File: src/hw/rtl/b64le_pkg.sv
// shared types, constants and the base64 alphabet for the line encoder
package b64le_pkg;

    localparam int LINE_BYTES = 48;
    localparam int LC_W       = $clog2(LINE_BYTES);
    localparam int SP_W       = 6;
    localparam logic [SP_W-1:0] MAX_INDENT = 6'd59;

    localparam int FIFO_DEPTH = 4;
    localparam int FIFO_AW    = $clog2(FIFO_DEPTH);

    localparam logic [7:0] CH_SPACE = 8'h20;
    localparam logic [7:0] CH_NL    = 8'h0A;
    localparam logic [7:0] CH_PAD   = 8'h3D;

    // configuration register indexes
    localparam logic CFG_INDENT_ENABLE = 1'b0;
    localparam logic CFG_INDENT_SPACES = 1'b1;

    typedef enum logic [1:0] {
        GRP_NONE,
        GRP_FULL,
        GRP_PAD1,
        GRP_PAD2
    } grp_kind_t;

    typedef struct packed {
        logic [SP_W-1:0] spaces;
        grp_kind_t       kind;
        logic [7:0]      byte0;
        logic [7:0]      byte1;
        logic [7:0]      byte2;
        logic            newline;
    } cmd_t;

    typedef struct packed {
        logic            indent_enable;
        logic [SP_W-1:0] indent_spaces;
    } cfg_t;

    typedef struct packed {
        logic full;
        logic empty;
    } fifo_status_t;

    function automatic logic [7:0] b64_sym(input logic [5:0] v);
        logic [7:0] r;
        if (v < 6'd26)
        begin
            r = 8'd65 + {2'b00, v};
        end
        else if (v < 6'd52)
        begin
            r = 8'd71 + {2'b00, v};
        end
        else if (v < 6'd62)
        begin
            r = {2'b00, v} - 8'd4;
        end
        else if (v == 6'd62)
        begin
            r = 8'h2B;
        end
        else
        begin
            r = 8'h2F;
        end
        return r;
    endfunction

endpackage

File: src/hw/rtl/b64le_front.sv
// front end: takes bytes, tracks group and line position, issues char commands
module b64le_front
    import b64le_pkg::*;
(
    input  logic       clk,
    input  logic       rst_n,
    input  cfg_t       cfg,
    input  logic       in_valid,
    output logic       in_ready,
    input  logic [7:0] in_byte,
    input  logic       in_last,
    input  logic       fifo_full,
    output logic       push,
    output cmd_t       cmd
);

    logic [7:0]      held0_reg, held0_next;
    logic [7:0]      held1_reg, held1_next;
    logic [1:0]      gc_reg, gc_next;
    logic [LC_W-1:0] lc_reg, lc_next;
    logic            open_reg, open_next;

    logic            accept;
    logic [SP_W-1:0] sp_clamp;
    logic [1:0]      gc_after;
    logic            group_full;
    logic [LC_W:0]   lc_inc;
    logic            close;

    always_comb
    begin
        accept     = in_valid && !fifo_full;
        in_ready   = !fifo_full;
        sp_clamp   = (cfg.indent_spaces > MAX_INDENT) ? MAX_INDENT : cfg.indent_spaces;
        group_full = (gc_reg >= 2'd2);
        case (gc_reg)
            2'd0:    gc_after = 2'd1;
            2'd1:    gc_after = 2'd2;
            default: gc_after = 2'd0;
        endcase
        lc_inc = {1'b0, lc_reg} + {{LC_W{1'b0}}, 1'b1};
        close  = (lc_inc >= (LC_W+1)'(LINE_BYTES)) || in_last;

        cmd.spaces = (!open_reg && cfg.indent_enable) ? sp_clamp : '0;
        if (group_full)
        begin
            cmd.kind = GRP_FULL;
        end
        else if (close)
        begin
            cmd.kind = (gc_after == 2'd1) ? GRP_PAD1 : GRP_PAD2;
        end
        else
        begin
            cmd.kind = GRP_NONE;
        end
        cmd.byte0   = (gc_reg == 2'd0) ? in_byte : held0_reg;
        cmd.byte1   = (gc_reg == 2'd1) ? in_byte : held1_reg;
        cmd.byte2   = in_byte;
        cmd.newline = close && cfg.indent_enable;

        push = accept && ((cmd.spaces != '0) || (cmd.kind != GRP_NONE) || cmd.newline);

        held0_next = (gc_reg == 2'd0) ? in_byte : held0_reg;
        held1_next = (gc_reg == 2'd1) ? in_byte : held1_reg;
        gc_next    = close ? 2'd0 : gc_after;
        lc_next    = close ? '0 : lc_inc[LC_W-1:0];
        open_next  = !close;
    end

    always_ff @(posedge clk or negedge rst_n)
    begin
        if (!rst_n)
        begin
            held0_reg <= '0;
            held1_reg <= '0;
            gc_reg    <= '0;
            lc_reg    <= '0;
            open_reg  <= 1'b0;
        end
        else if (accept)
        begin
            held0_reg <= held0_next;
            held1_reg <= held1_next;
            gc_reg    <= gc_next;
            lc_reg    <= lc_next;
            open_reg  <= open_next;
        end
    end

endmodule

File: src/hw/rtl/b64le_fifo.sv
// short command queue between front and back end
module b64le_fifo
    import b64le_pkg::*;
(
    input  logic         clk,
    input  logic         rst_n,
    input  logic         push,
    input  cmd_t         din,
    input  logic         pop,
    output cmd_t         head,
    output fifo_status_t status
);

    cmd_t mem [FIFO_DEPTH];

    logic [FIFO_AW-1:0] wr_ptr_reg, rd_ptr_reg;
    logic [FIFO_AW:0]   count_reg, count_next;

    always_comb
    begin
        status.full  = (count_reg == (FIFO_AW+1)'(FIFO_DEPTH));
        status.empty = (count_reg == '0);
        head         = mem[rd_ptr_reg];
        count_next   = count_reg + (FIFO_AW+1)'(push) - (FIFO_AW+1)'(pop);
    end

    always_ff @(posedge clk)
    begin
        if (push)
        begin
            mem[wr_ptr_reg] <= din;
        end
    end

    always_ff @(posedge clk or negedge rst_n)
    begin
        if (!rst_n)
        begin
            wr_ptr_reg <= '0;
            rd_ptr_reg <= '0;
            count_reg  <= '0;
        end
        else
        begin
            if (push)
            begin
                wr_ptr_reg <= wr_ptr_reg + 1'b1;
            end
            if (pop)
            begin
                rd_ptr_reg <= rd_ptr_reg + 1'b1;
            end
            count_reg <= count_next;
        end
    end

endmodule

File: src/hw/rtl/b64le_back.sv
// back end: walks the head command into the output register one character per cycle unless the receiver stalls
module b64le_back
    import b64le_pkg::*;
(
    input  logic       clk,
    input  logic       rst_n,
    input  cmd_t       head,
    input  logic       head_valid,
    output logic       pop,
    output logic       out_valid,
    input  logic       out_ready,
    output logic [7:0] out_char,
    output logic       out_last
);

    logic [SP_W-1:0] sp_done_reg, sp_done_next;
    logic [2:0]      sym_done_reg, sym_done_next;
    logic            out_valid_reg;
    logic [7:0]      out_char_reg;
    logic            out_last_reg;

    logic            emit;
    logic            in_spaces;
    logic            in_syms;
    logic            final_char;
    logic [7:0]      char_now;
    logic [7:0]      sym_char;
    logic [7:0]      a, c, b;

    always_comb
    begin
        a = head.byte0;
        c = head.byte1;
        b = head.byte2;
        case (sym_done_reg[1:0])
            2'd0: sym_char = b64_sym(a[7:2]);
            2'd1:
            begin
                if (head.kind == GRP_PAD1)
                begin
                    sym_char = b64_sym({a[1:0], 4'b0000});
                end
                else
                begin
                    sym_char = b64_sym({a[1:0], c[7:4]});
                end
            end
            2'd2:
            begin
                case (head.kind)
                    GRP_FULL: sym_char = b64_sym({c[3:0], b[7:6]});
                    GRP_PAD2: sym_char = b64_sym({c[3:0], 2'b00});
                    default:  sym_char = CH_PAD;
                endcase
            end
            default: sym_char = (head.kind == GRP_FULL) ? b64_sym(b[5:0]) : CH_PAD;
        endcase

        emit      = head_valid && (!out_valid_reg || out_ready);
        in_spaces = (sp_done_reg != head.spaces);
        in_syms   = !in_spaces && (head.kind != GRP_NONE) && (sym_done_reg != 3'd4);

        if (in_spaces)
        begin
            char_now   = CH_SPACE;
            final_char = ((sp_done_reg + 1'b1) == head.spaces) && (head.kind == GRP_NONE)
                         && !head.newline;
        end
        else if (in_syms)
        begin
            char_now   = sym_char;
            final_char = (sym_done_reg == 3'd3) && !head.newline;
        end
        else
        begin
            char_now   = CH_NL;
            final_char = 1'b1;
        end

        pop           = emit && final_char;
        sp_done_next  = sp_done_reg;
        sym_done_next = sym_done_reg;
        if (emit)
        begin
            if (final_char)
            begin
                sp_done_next  = '0;
                sym_done_next = '0;
            end
            else if (in_spaces)
            begin
                sp_done_next = sp_done_reg + 1'b1;
            end
            else
            begin
                sym_done_next = sym_done_reg + 1'b1;
            end
        end

        out_valid = out_valid_reg;
        out_char  = out_char_reg;
        out_last  = out_last_reg;
    end

    always_ff @(posedge clk or negedge rst_n)
    begin
        if (!rst_n)
        begin
            sp_done_reg   <= '0;
            sym_done_reg  <= '0;
            out_valid_reg <= 1'b0;
        end
        else
        begin
            sp_done_reg  <= sp_done_next;
            sym_done_reg <= sym_done_next;
            if (emit)
            begin
                out_valid_reg <= 1'b1;
            end
            else if (out_ready)
            begin
                out_valid_reg <= 1'b0;
            end
        end
    end

    always_ff @(posedge clk)
    begin
        if (emit)
        begin
            out_char_reg <= char_now;
            out_last_reg <= final_char;
        end
    end

endmodule

File: src/hw/rtl/base64_line_encoder.sv
// top level of the streaming base64 encoder with optional line framing
//
// usage:
//   raw bytes enter on the s_ side, one per transfer, s_tlast marking the
//   final byte; characters leave on the m_ side, one per transfer, with
//   m_tlast on the last character caused by an input byte
//   every third byte of a group yields four base64 characters; lines hold
//   48 input bytes, and in indent mode each line opens with indent_spaces
//   spaces (at most 59) and closes with a newline
//   a byte that yields no characters leaves no output at all
//   a byte's command enters the queue at its transfer edge; its first
//   character then reaches m_ through the output register
//   throughput: the front takes one byte per cycle while the four-entry
//   command queue has room; the back end emits one character per cycle
//   unless the receiver stalls, and a byte causes 0 to 64 characters
//   when the receiver stalls, the output register holds its character, the
//   back end waits, the queue fills and then s_tready drops
//   reset clears the group and line position, the queue and both config
//   registers (indent off, zero spaces)
//   config writes are taken at any edge with cfg_we high, meant while idle
module base64_line_encoder
    import b64le_pkg::*;
(
    input  logic       clk,
    input  logic       rst_n,
    // configuration write port
    input  logic       cfg_we,
    input  logic       cfg_index,
    input  logic [5:0] cfg_data,
    // input byte stream
    input  logic       s_tvalid,
    output logic       s_tready,
    input  logic [7:0] s_tdata,   // [7:0] data_byte
    input  logic       s_tlast,   // last_byte
    // output character stream
    output logic       m_tvalid,
    input  logic       m_tready,
    output logic [7:0] m_tdata,   // [7:0] out_char
    output logic       m_tlast    // run_last
);

    cfg_t         cfg_reg;
    cmd_t         front_cmd;
    cmd_t         head_cmd;
    logic         push;
    logic         pop;
    fifo_status_t fifo_status;

    // config registers, written by index
    always_ff @(posedge clk or negedge rst_n)
    begin
        if (!rst_n)
        begin
            cfg_reg <= '0;
        end
        else if (cfg_we)
        begin
            case (cfg_index)
                CFG_INDENT_ENABLE: cfg_reg.indent_enable <= cfg_data[0];
                CFG_INDENT_SPACES: cfg_reg.indent_spaces <= cfg_data;
                default:           cfg_reg <= cfg_reg;
            endcase
        end
    end

    // front end: byte grouping and line position
    b64le_front u_front
    (
        .clk       (clk),
        .rst_n     (rst_n),
        .cfg       (cfg_reg),
        .in_valid  (s_tvalid),
        .in_ready  (s_tready),
        .in_byte   (s_tdata),
        .in_last   (s_tlast),
        .fifo_full (fifo_status.full),
        .push      (push),
        .cmd       (front_cmd)
    );

    // command queue decouples intake from character output
    b64le_fifo u_fifo
    (
        .clk    (clk),
        .rst_n  (rst_n),
        .push   (push),
        .din    (front_cmd),
        .pop    (pop),
        .head   (head_cmd),
        .status (fifo_status)
    );

    // back end: one character per cycle unless the receiver stalls
    b64le_back u_back
    (
        .clk        (clk),
        .rst_n      (rst_n),
        .head       (head_cmd),
        .head_valid (!fifo_status.empty),
        .pop        (pop),
        .out_valid  (m_tvalid),
        .out_ready  (m_tready),
        .out_char   (m_tdata),
        .out_last   (m_tlast)
    );

    // no command is written into a full queue
    a_no_push_full: assert property (@(posedge clk) disable iff (!rst_n)
        !(push && fifo_status.full))
        else $error("command pushed into full queue");

    // no command is retired from an empty queue
    a_no_pop_empty: assert property (@(posedge clk) disable iff (!rst_n)
        !(pop && fifo_status.empty))
        else $error("command popped from empty queue");

    // a newline always closes the characters of its byte
    a_nl_is_last: assert property (@(posedge clk) disable iff (!rst_n)
        (m_tvalid && (m_tdata == CH_NL)) |-> m_tlast)
        else $error("newline not marked as last character");

endmodule
File: config.mk
export PLATFORM = sky130hd
export DESIGN_NAME = base64_line_encoder
export DESIGN_NICKNAME = d
export VERILOG_FILES = /design/src/hw/rtl/b64le_pkg.sv /design/src/hw/rtl/b64le_front.sv /design/src/hw/rtl/b64le_fifo.sv /design/src/hw/rtl/b64le_back.sv /design/src/hw/rtl/base64_line_encoder.sv
export SDC_FILE = /design/constraint.sdc
export NUM_CORES = 1
export LEC_CHECK = 0
export BUFFER_PORTS_ARGS = -buffer_cell sky130_fd_sc_hd__buf_4
export CORE_MARGIN = 5
export CORE_UTILIZATION = 40
export DETAILED_ROUTE_END_ITERATION = 6
export PLACE_DENSITY = 0.65
export SLEW_MARGIN = 20
export SYNTH_ARGS = -nofsm -noshare
export SYNTH_HDL_FRONTEND = slang
export SYNTH_HIERARCHICAL = 1
export SYNTH_SLANG_ARGS = --single-unit
File: constraint.sdc
create_clock -name clk -period 7.8 [get_ports clk]
set_clock_uncertainty 0.05 [all_clocks]
set_input_delay 1.56 -clock clk [delete_from_list [all_inputs] [get_ports clk]]
set_output_delay 1.56 -clock clk [all_outputs]
set_load 0.03 [all_outputs]
== Yosys cells after proc, flatten, opt, wreduce, memory -nomap -nowiden ==
Memories as Yosys holds them, arrays and structs flattened.
Index checks and enable logic that the tools add are counted.

* Register bits after elaboration: 58
* Bits in writable memories: 132
* Input port bits: 21
* Output and inout bits: 11
* Word-level logic and storage cells: 165
* Memories: 1

* Add/sub/neg operators: 25
* Order comparisons: 21
* Equality and inequality tests: 17
* Muxes and demuxes: 47
* Bitwise operators: 2
* Reduce and logical (&&, ||, !) cells: 36

{| class="wikitable"
|+ Memory list
! name !! words !! bits a word !! read ports !! clocked after memory_dff !! write ports !! RTL line !! text
|-
| u_fifo.mem || 4 || 33 || 1 || 0 || 1 || b64le_fifo.sv:14 || <nowiki>cmd_t mem [FIFO_DEPTH];</nowiki>
|}

{| class="wikitable"
|+ Operator list
! cell !! number
|-
| $mux W8 || 22
|-
| $add A7 B6 Y8 const A || 12
|-
| $lt A6 B6 Y1 const B || 12
|-
| $sub A6 B3 Y7 const B || 6
|-
| $lt A6 B5 Y1 const B || 6
|-
| $mux W6 || 6
|-
| $eq A6 B6 Y1 const B || 4
|-
| $pmux W8 S3 || 1
|-
| $mux W3 || 6
|-
| $pmux W8 S2 || 1
|-
| $logic_and A1 B1 Y1 || 11
|-
| $eq A2 B1 Y1 const B || 4
|-
| $reduce_and A2 Y1 || 4
|-
| $reduce_bool A2 Y1 || 4
|-
| $add A6 B1 Y7 const B || 1
|-
| $ge A7 B6 Y1 const B || 1
|-
| $logic_not A1 Y1 || 7
|-
| $mux W1 || 7
|-
| $add A6 B1 Y6 const B || 1
|-
| $eq A2 B2 Y1 const B || 3
|-
| $eq A6 B6 Y1 || 1
|-
| $gt A6 B6 Y1 const B || 1
|-
| $logic_not A2 Y1 || 3
|-
| $mux W2 || 3
|-
| other kinds (16) || 21
|}

== Logic depth before layout (Yosys ltp) ==
* Depth in word-level cells: 12
* Mapped depth: 15
* Gate-level depth less buffers: 13

== Modules after synthesis ==
Netlist, hierarchy kept.

{| class="wikitable"
|+ By module, submodules not included
! module !! times used !! cells an instance !! area an instance (um^2) !! seq. area each (um^2)
|-
| b64le_fifo || 1 || 207 || 5202.5 || 4139.0
|-
| b64le_back || 1 || 397 || 2971.6 || 520.5
|-
| b64le_front || 1 || 168 || 1458.9 || 625.6
|-
| base64_line_encoder || 1 || 17 || 301.5 || 175.2
|}

== Worst setup path before layout ==
OpenSTA, ideal clock, no wires.

* Kind: input to register
* Start: in s_tvalid
* End: mem u_fifo/mem[0][0] (netlist name) (enable)
* Setup time: 0.393 ns
* Arrival: 3.245 ns
* Data required time: 7.357 ns
* Slack: 4.112 ns
* Stages: 4
* Path buffers: 1
* Cells stage by stage: nor2b_1 clkbuf_1 o31a_1 and2_1

* Cells in the longest elaborated chain, start to end: 4

{| class="wikitable"
|+ Ends and longest elaborated chain
! item !! RTL line !! text
|-
| start, declared || base64_line_encoder.sv:31 || <nowiki>input logic s_tvalid,</nowiki>
|-
| $logic_and A1 B1 Y1 || b64le_front.sv:32 || <nowiki>accept = in_valid && !fifo_full;</nowiki>
|-
| $logic_and A1 B1 Y1 || b64le_front.sv:62 || <nowiki>push = accept && ((cmd.spaces != '0) || (cmd.kind != GRP_NONE) || cmd.newline);</nowiki>
|-
| net push || base64_line_encoder.sv:45 || <nowiki>logic push;</nowiki>
|-
| $mux W1 || b64le_fifo.sv:29 || <nowiki>if (push)</nowiki>
|-
| $mux W1 (implied by the code) || b64le_fifo.sv:31 || <nowiki>mem[wr_ptr_reg] <= din;</nowiki>
|-
| end, declared || b64le_fifo.sv:14 ||
|}

The timed path passes the listed nets, and every way through them passes these cells.

==> impl_metrics.csv <==
group,metric,value,unit
worst_setup_path,crit_end,"u_fifo/count_reg[2]",
cells_and_area,final_common_cell,"edfxtp_1",
flow_run,cap_violations,0,
yosys,synthFlopType,"edfxtp_1",
yosys,synth_edf_count,141,
cts,clock-sinks,190,
routing,ant_nets,0,
timing,fin_crit_sh,60.91,%
worst_setup_path,cpMostUsedCell,"xnor2_1",
worst_setup_path,cp_top_family,"simple AND/OR/NAND/NOR gates",
worst_setup_path,worstRegToRegCells,13,
yosys,yosysSeqAreaShare,54.96,%
placement,hpwl,13890,um
run_status,status,"finished, violations left",
worst_setup_path,crit_required,8.09,ns
worst_setup_path,slowest_delay,0.78,ns
timing,period_minus_slack,4.751,ns
timing,finalSetupViolCount,0,
worst_setup_path,worstSetupEndpointType,"flip-flop",
grt,track_usage,14.73,%
routing,avgRoutedWirePerCell,18.10,um
cells_and_area,area_growth,9.698,%
cells_and_area,nNetsFinal,854,
yosys,netlist_instances,789,
placement,gp_congestion,0.8466,
cells_and_area,layout.cells.non_filler,1136,
yosys,synth_nets,844,
cts,cts_tree,"built",
worst_setup_path,crit_buf_inv,2,
yosys,synth_seq_cells,190,
worst_setup_path,crit_path_start_kind,"flip-flop",
routing,dr_total_vias,6287,
cts,insertion_delay,0.43,ns
grt,first_global_vias,6130,
cells_and_area,fillers,2194,
floorplan,core_area,0.02439,sq mm
cts,cts_repair_resize_count,0,
worst_hold_path,hold_path_class,"reg2reg",
worst_setup_path,critPathMaxFanout,21,
floorplan,io_pins,32,
grt,grt_pass1_wl,33020,um
grt,grt_max_degree,50,
placement,portBuffers,31,
routing,drt_first_pass_iters,7,
placement,dp_cells,1104,
cells_and_area,mostFrequentLayoutCells,"edfxtp_1, nand2_1, dfrtp_1",
timing,rsz0062_at_grt,"false",
timing,worst_pin_slew,1.117,ns
run_status,violations,"DRC",
power,irDropWorstVdd,157.5,uV
worst_setup_path,critPathArrivalTime,5.04,ns
worst_setup_path,path_depth,13,
yosys,async_flop_share,25.79,%
yosys,yosys_warnings,6,
grt,antenna_found_initial,0,
placement,dp_slack,3.017,ns
timing,relSlewSlack,25.38,%
routing,drc_errors,1,
grt,grt_overflow,0,
worst_setup_path,worst_path_max_delay_cell,"dfrtp_2",
cells_and_area,top_register,"u_fifo/mem",
worst_setup_path,worstReg2RegEnd,"u_fifo/count_reg[2]",
worst_setup_path,cp-startpoint,"u_fifo/rd_ptr_reg[0]",
routing,wl,20560,um
cts,cts_buffers,17,
timing,hold_viol_final,0,
timing,timing.setup.tns,0,ns
floorplan,num_rows,57,
floorplan,chipWidth,167.6,um
cells_and_area,layout-drive-gt1-share,16.50,%
yosys,syn_area_per_cell,12.59,sq um
cts,htreeDepth,4,
routing,drtIter0Drc,500,
worst_setup_path,r2r-start,"u_fifo/rd_ptr_reg[0]",
cells_and_area,diodes,0,
cts,cts_setup_buffers,0,
yosys,synth_cell_types,70,
power,p_leak,0.004051,uW
floorplan,start_util,40.73,%
floorplan,die_y,167.6,um
power,p_per_area,405.7,mW/mm^2
worst_setup_path,r2r_setup_slack,3.05,ns
cts,path_clk_slew,0.07,ns
yosys,syn-cell-area,0.009935,sq mm
cells_and_area,largest_reg_flops,132,
timing,drv_slew,0,
power,power.total,4421,uW
cts,clock_path_buffers,2,
timing,fmax,210.5,MHz
cts,holdBufCountCts,0,
worst_setup_path,critPathKind,"reg2reg",
floorplan,dieArea,0.02809,sq mm
worst_setup_path,cp_cell_sequence,"buf_4 -> mux4_1 -> xnor2_1 -> nand4_1 -> nor2_1 -> a21oi_1 -> and2_1 -> ha_1 -> inv_1 -> ha_1 -> fa_1 -> xnor2_1 -> xnor2_1",
routing,via_per_inst,5.534,
cts,clock-root-buffer,"clkbuf_16",
timing,setup_ws,3.049,ns
==> cell type report <==
cell class / instances / area [sq um] / share of cell area [%]
Multi-Input combinational cell: 509 / 4023 / 36.91
Clock inverter: 14 / 132.6 / 1.217
Clock buffer: 18 / 429.2 / 3.938
Tap cell: 324 / 405.4 / 3.720
Sequential cell: 190 / 5461 / 50.11
Timing Repair Buffer: 38 / 285.3 / 2.618
Inverter: 43 / 161.4 / 1.481
==> worst reg2reg max path, cell delays in order (launching register included) <==
cell	delay [ns]
dfrtp_2	0.78
buf_4	0.44
mux4_1	0.73
xnor2_1	0.17
nand4_1	0.18
nor2_1	0.57
a21oi_1	0.25
and2_1	0.28
ha_1	0.29
inv_1	0.04
ha_1	0.18
fa_1	0.37
xnor2_1	0.18
xnor2_1	0.15
==> power by group <==
part / leakage (uW) / internal, uW / switching, uW / total (uW)
Combinational: 0.00188 / 797 / 1260 / 2060
Clock: 0.000269 / 446 / 381 / 827
Sequential: 0.00190 / 1400 / 137 / 1530
==> cells in the mapped netlist, types with 8 or more instances <==
| library cell | number | area share [%] |
|---|---|---|
| edfxtp_1 | 141 | 43 |
| and2_1 | 11 | 0.69 |
| ha_1 | 33 | 4.2 |
| nand3_1 | 22 | 1.1 |
| nor2b_1 | 9 | 0.57 |
| mux2_4 | 8 | 1.2 |
| nand2_1 | 102 | 3.9 |
| nor3_1 | 10 | 0.50 |
| clkbuf_1 | 16 | 0.60 |
| buf_2 | 18 | 0.91 |
| a211oi_1 | 11 | 0.83 |
| mux2_2 | 19 | 2.2 |
| mux4_2 | 28 | 6.3 |
| xnor2_1 | 21 | 1.9 |
| buf_4 | 8 | 0.60 |
| a21oi_1 | 31 | 1.6 |
| dfrtp_1 | 49 | 12 |
| nand2b_1 | 9 | 0.57 |
| a31oi_1 | 13 | 0.82 |
| nor2_1 | 29 | 1.1 |
| o21ai_0 | 23 | 1.2 |
| inv_1 | 43 | 1.6 |
==> worst min-delay path by stage <==
stage                                    start                    to  slack [ns]  depth (start not counted)
final                     u_front/held0_reg[3]  u_front/held0_reg[3]        0.42                          2
after global routing      u_front/held0_reg[4]  u_front/held0_reg[4]        0.45                          2
after CTS                 u_front/held0_reg[4]  u_front/held0_reg[4]        0.42                          2
after detailed placement  u_front/held0_reg[4]  u_front/held0_reg[4]        0.41                          2
after global placement    u_front/held1_reg[5]  u_front/held1_reg[5]        0.40                          2
after floorplan           u_front/held0_reg[7]  u_front/held0_reg[7]        0.39                          2
==> per-layer routing <==
layer	share of wire (%)	track usage (%)	up-vias
li1	-	-	2977
met1	45	20.08	3096
met2	48	23.52	186
met3	4.9	2.900	28
met4	1.9	5.469	0
met5	0	0	-
==> metrics by stage <==
step	hold slack [ns]	area [sq um]	util [%]
floorplan	0.3918	9935	-
global placement	0.4031	10330	42.37
global route	0.4473	10900	44.68
finish	0.4188	10900	44.68
detailed placement	0.4083	10330	42.37
CTS	0.4249	10900	44.67
==> cell families after synthesis <==
group           share of synthesized area [%]
buf+inv                                 4.572
flops                                   54.96
simple gates                            10.82
fa+ha+maj                               4.358
xor+xnor                                2.632
compound gates                          11.22
mux                                     11.44
Note: power is estimated with default switching activity, not from simulation.
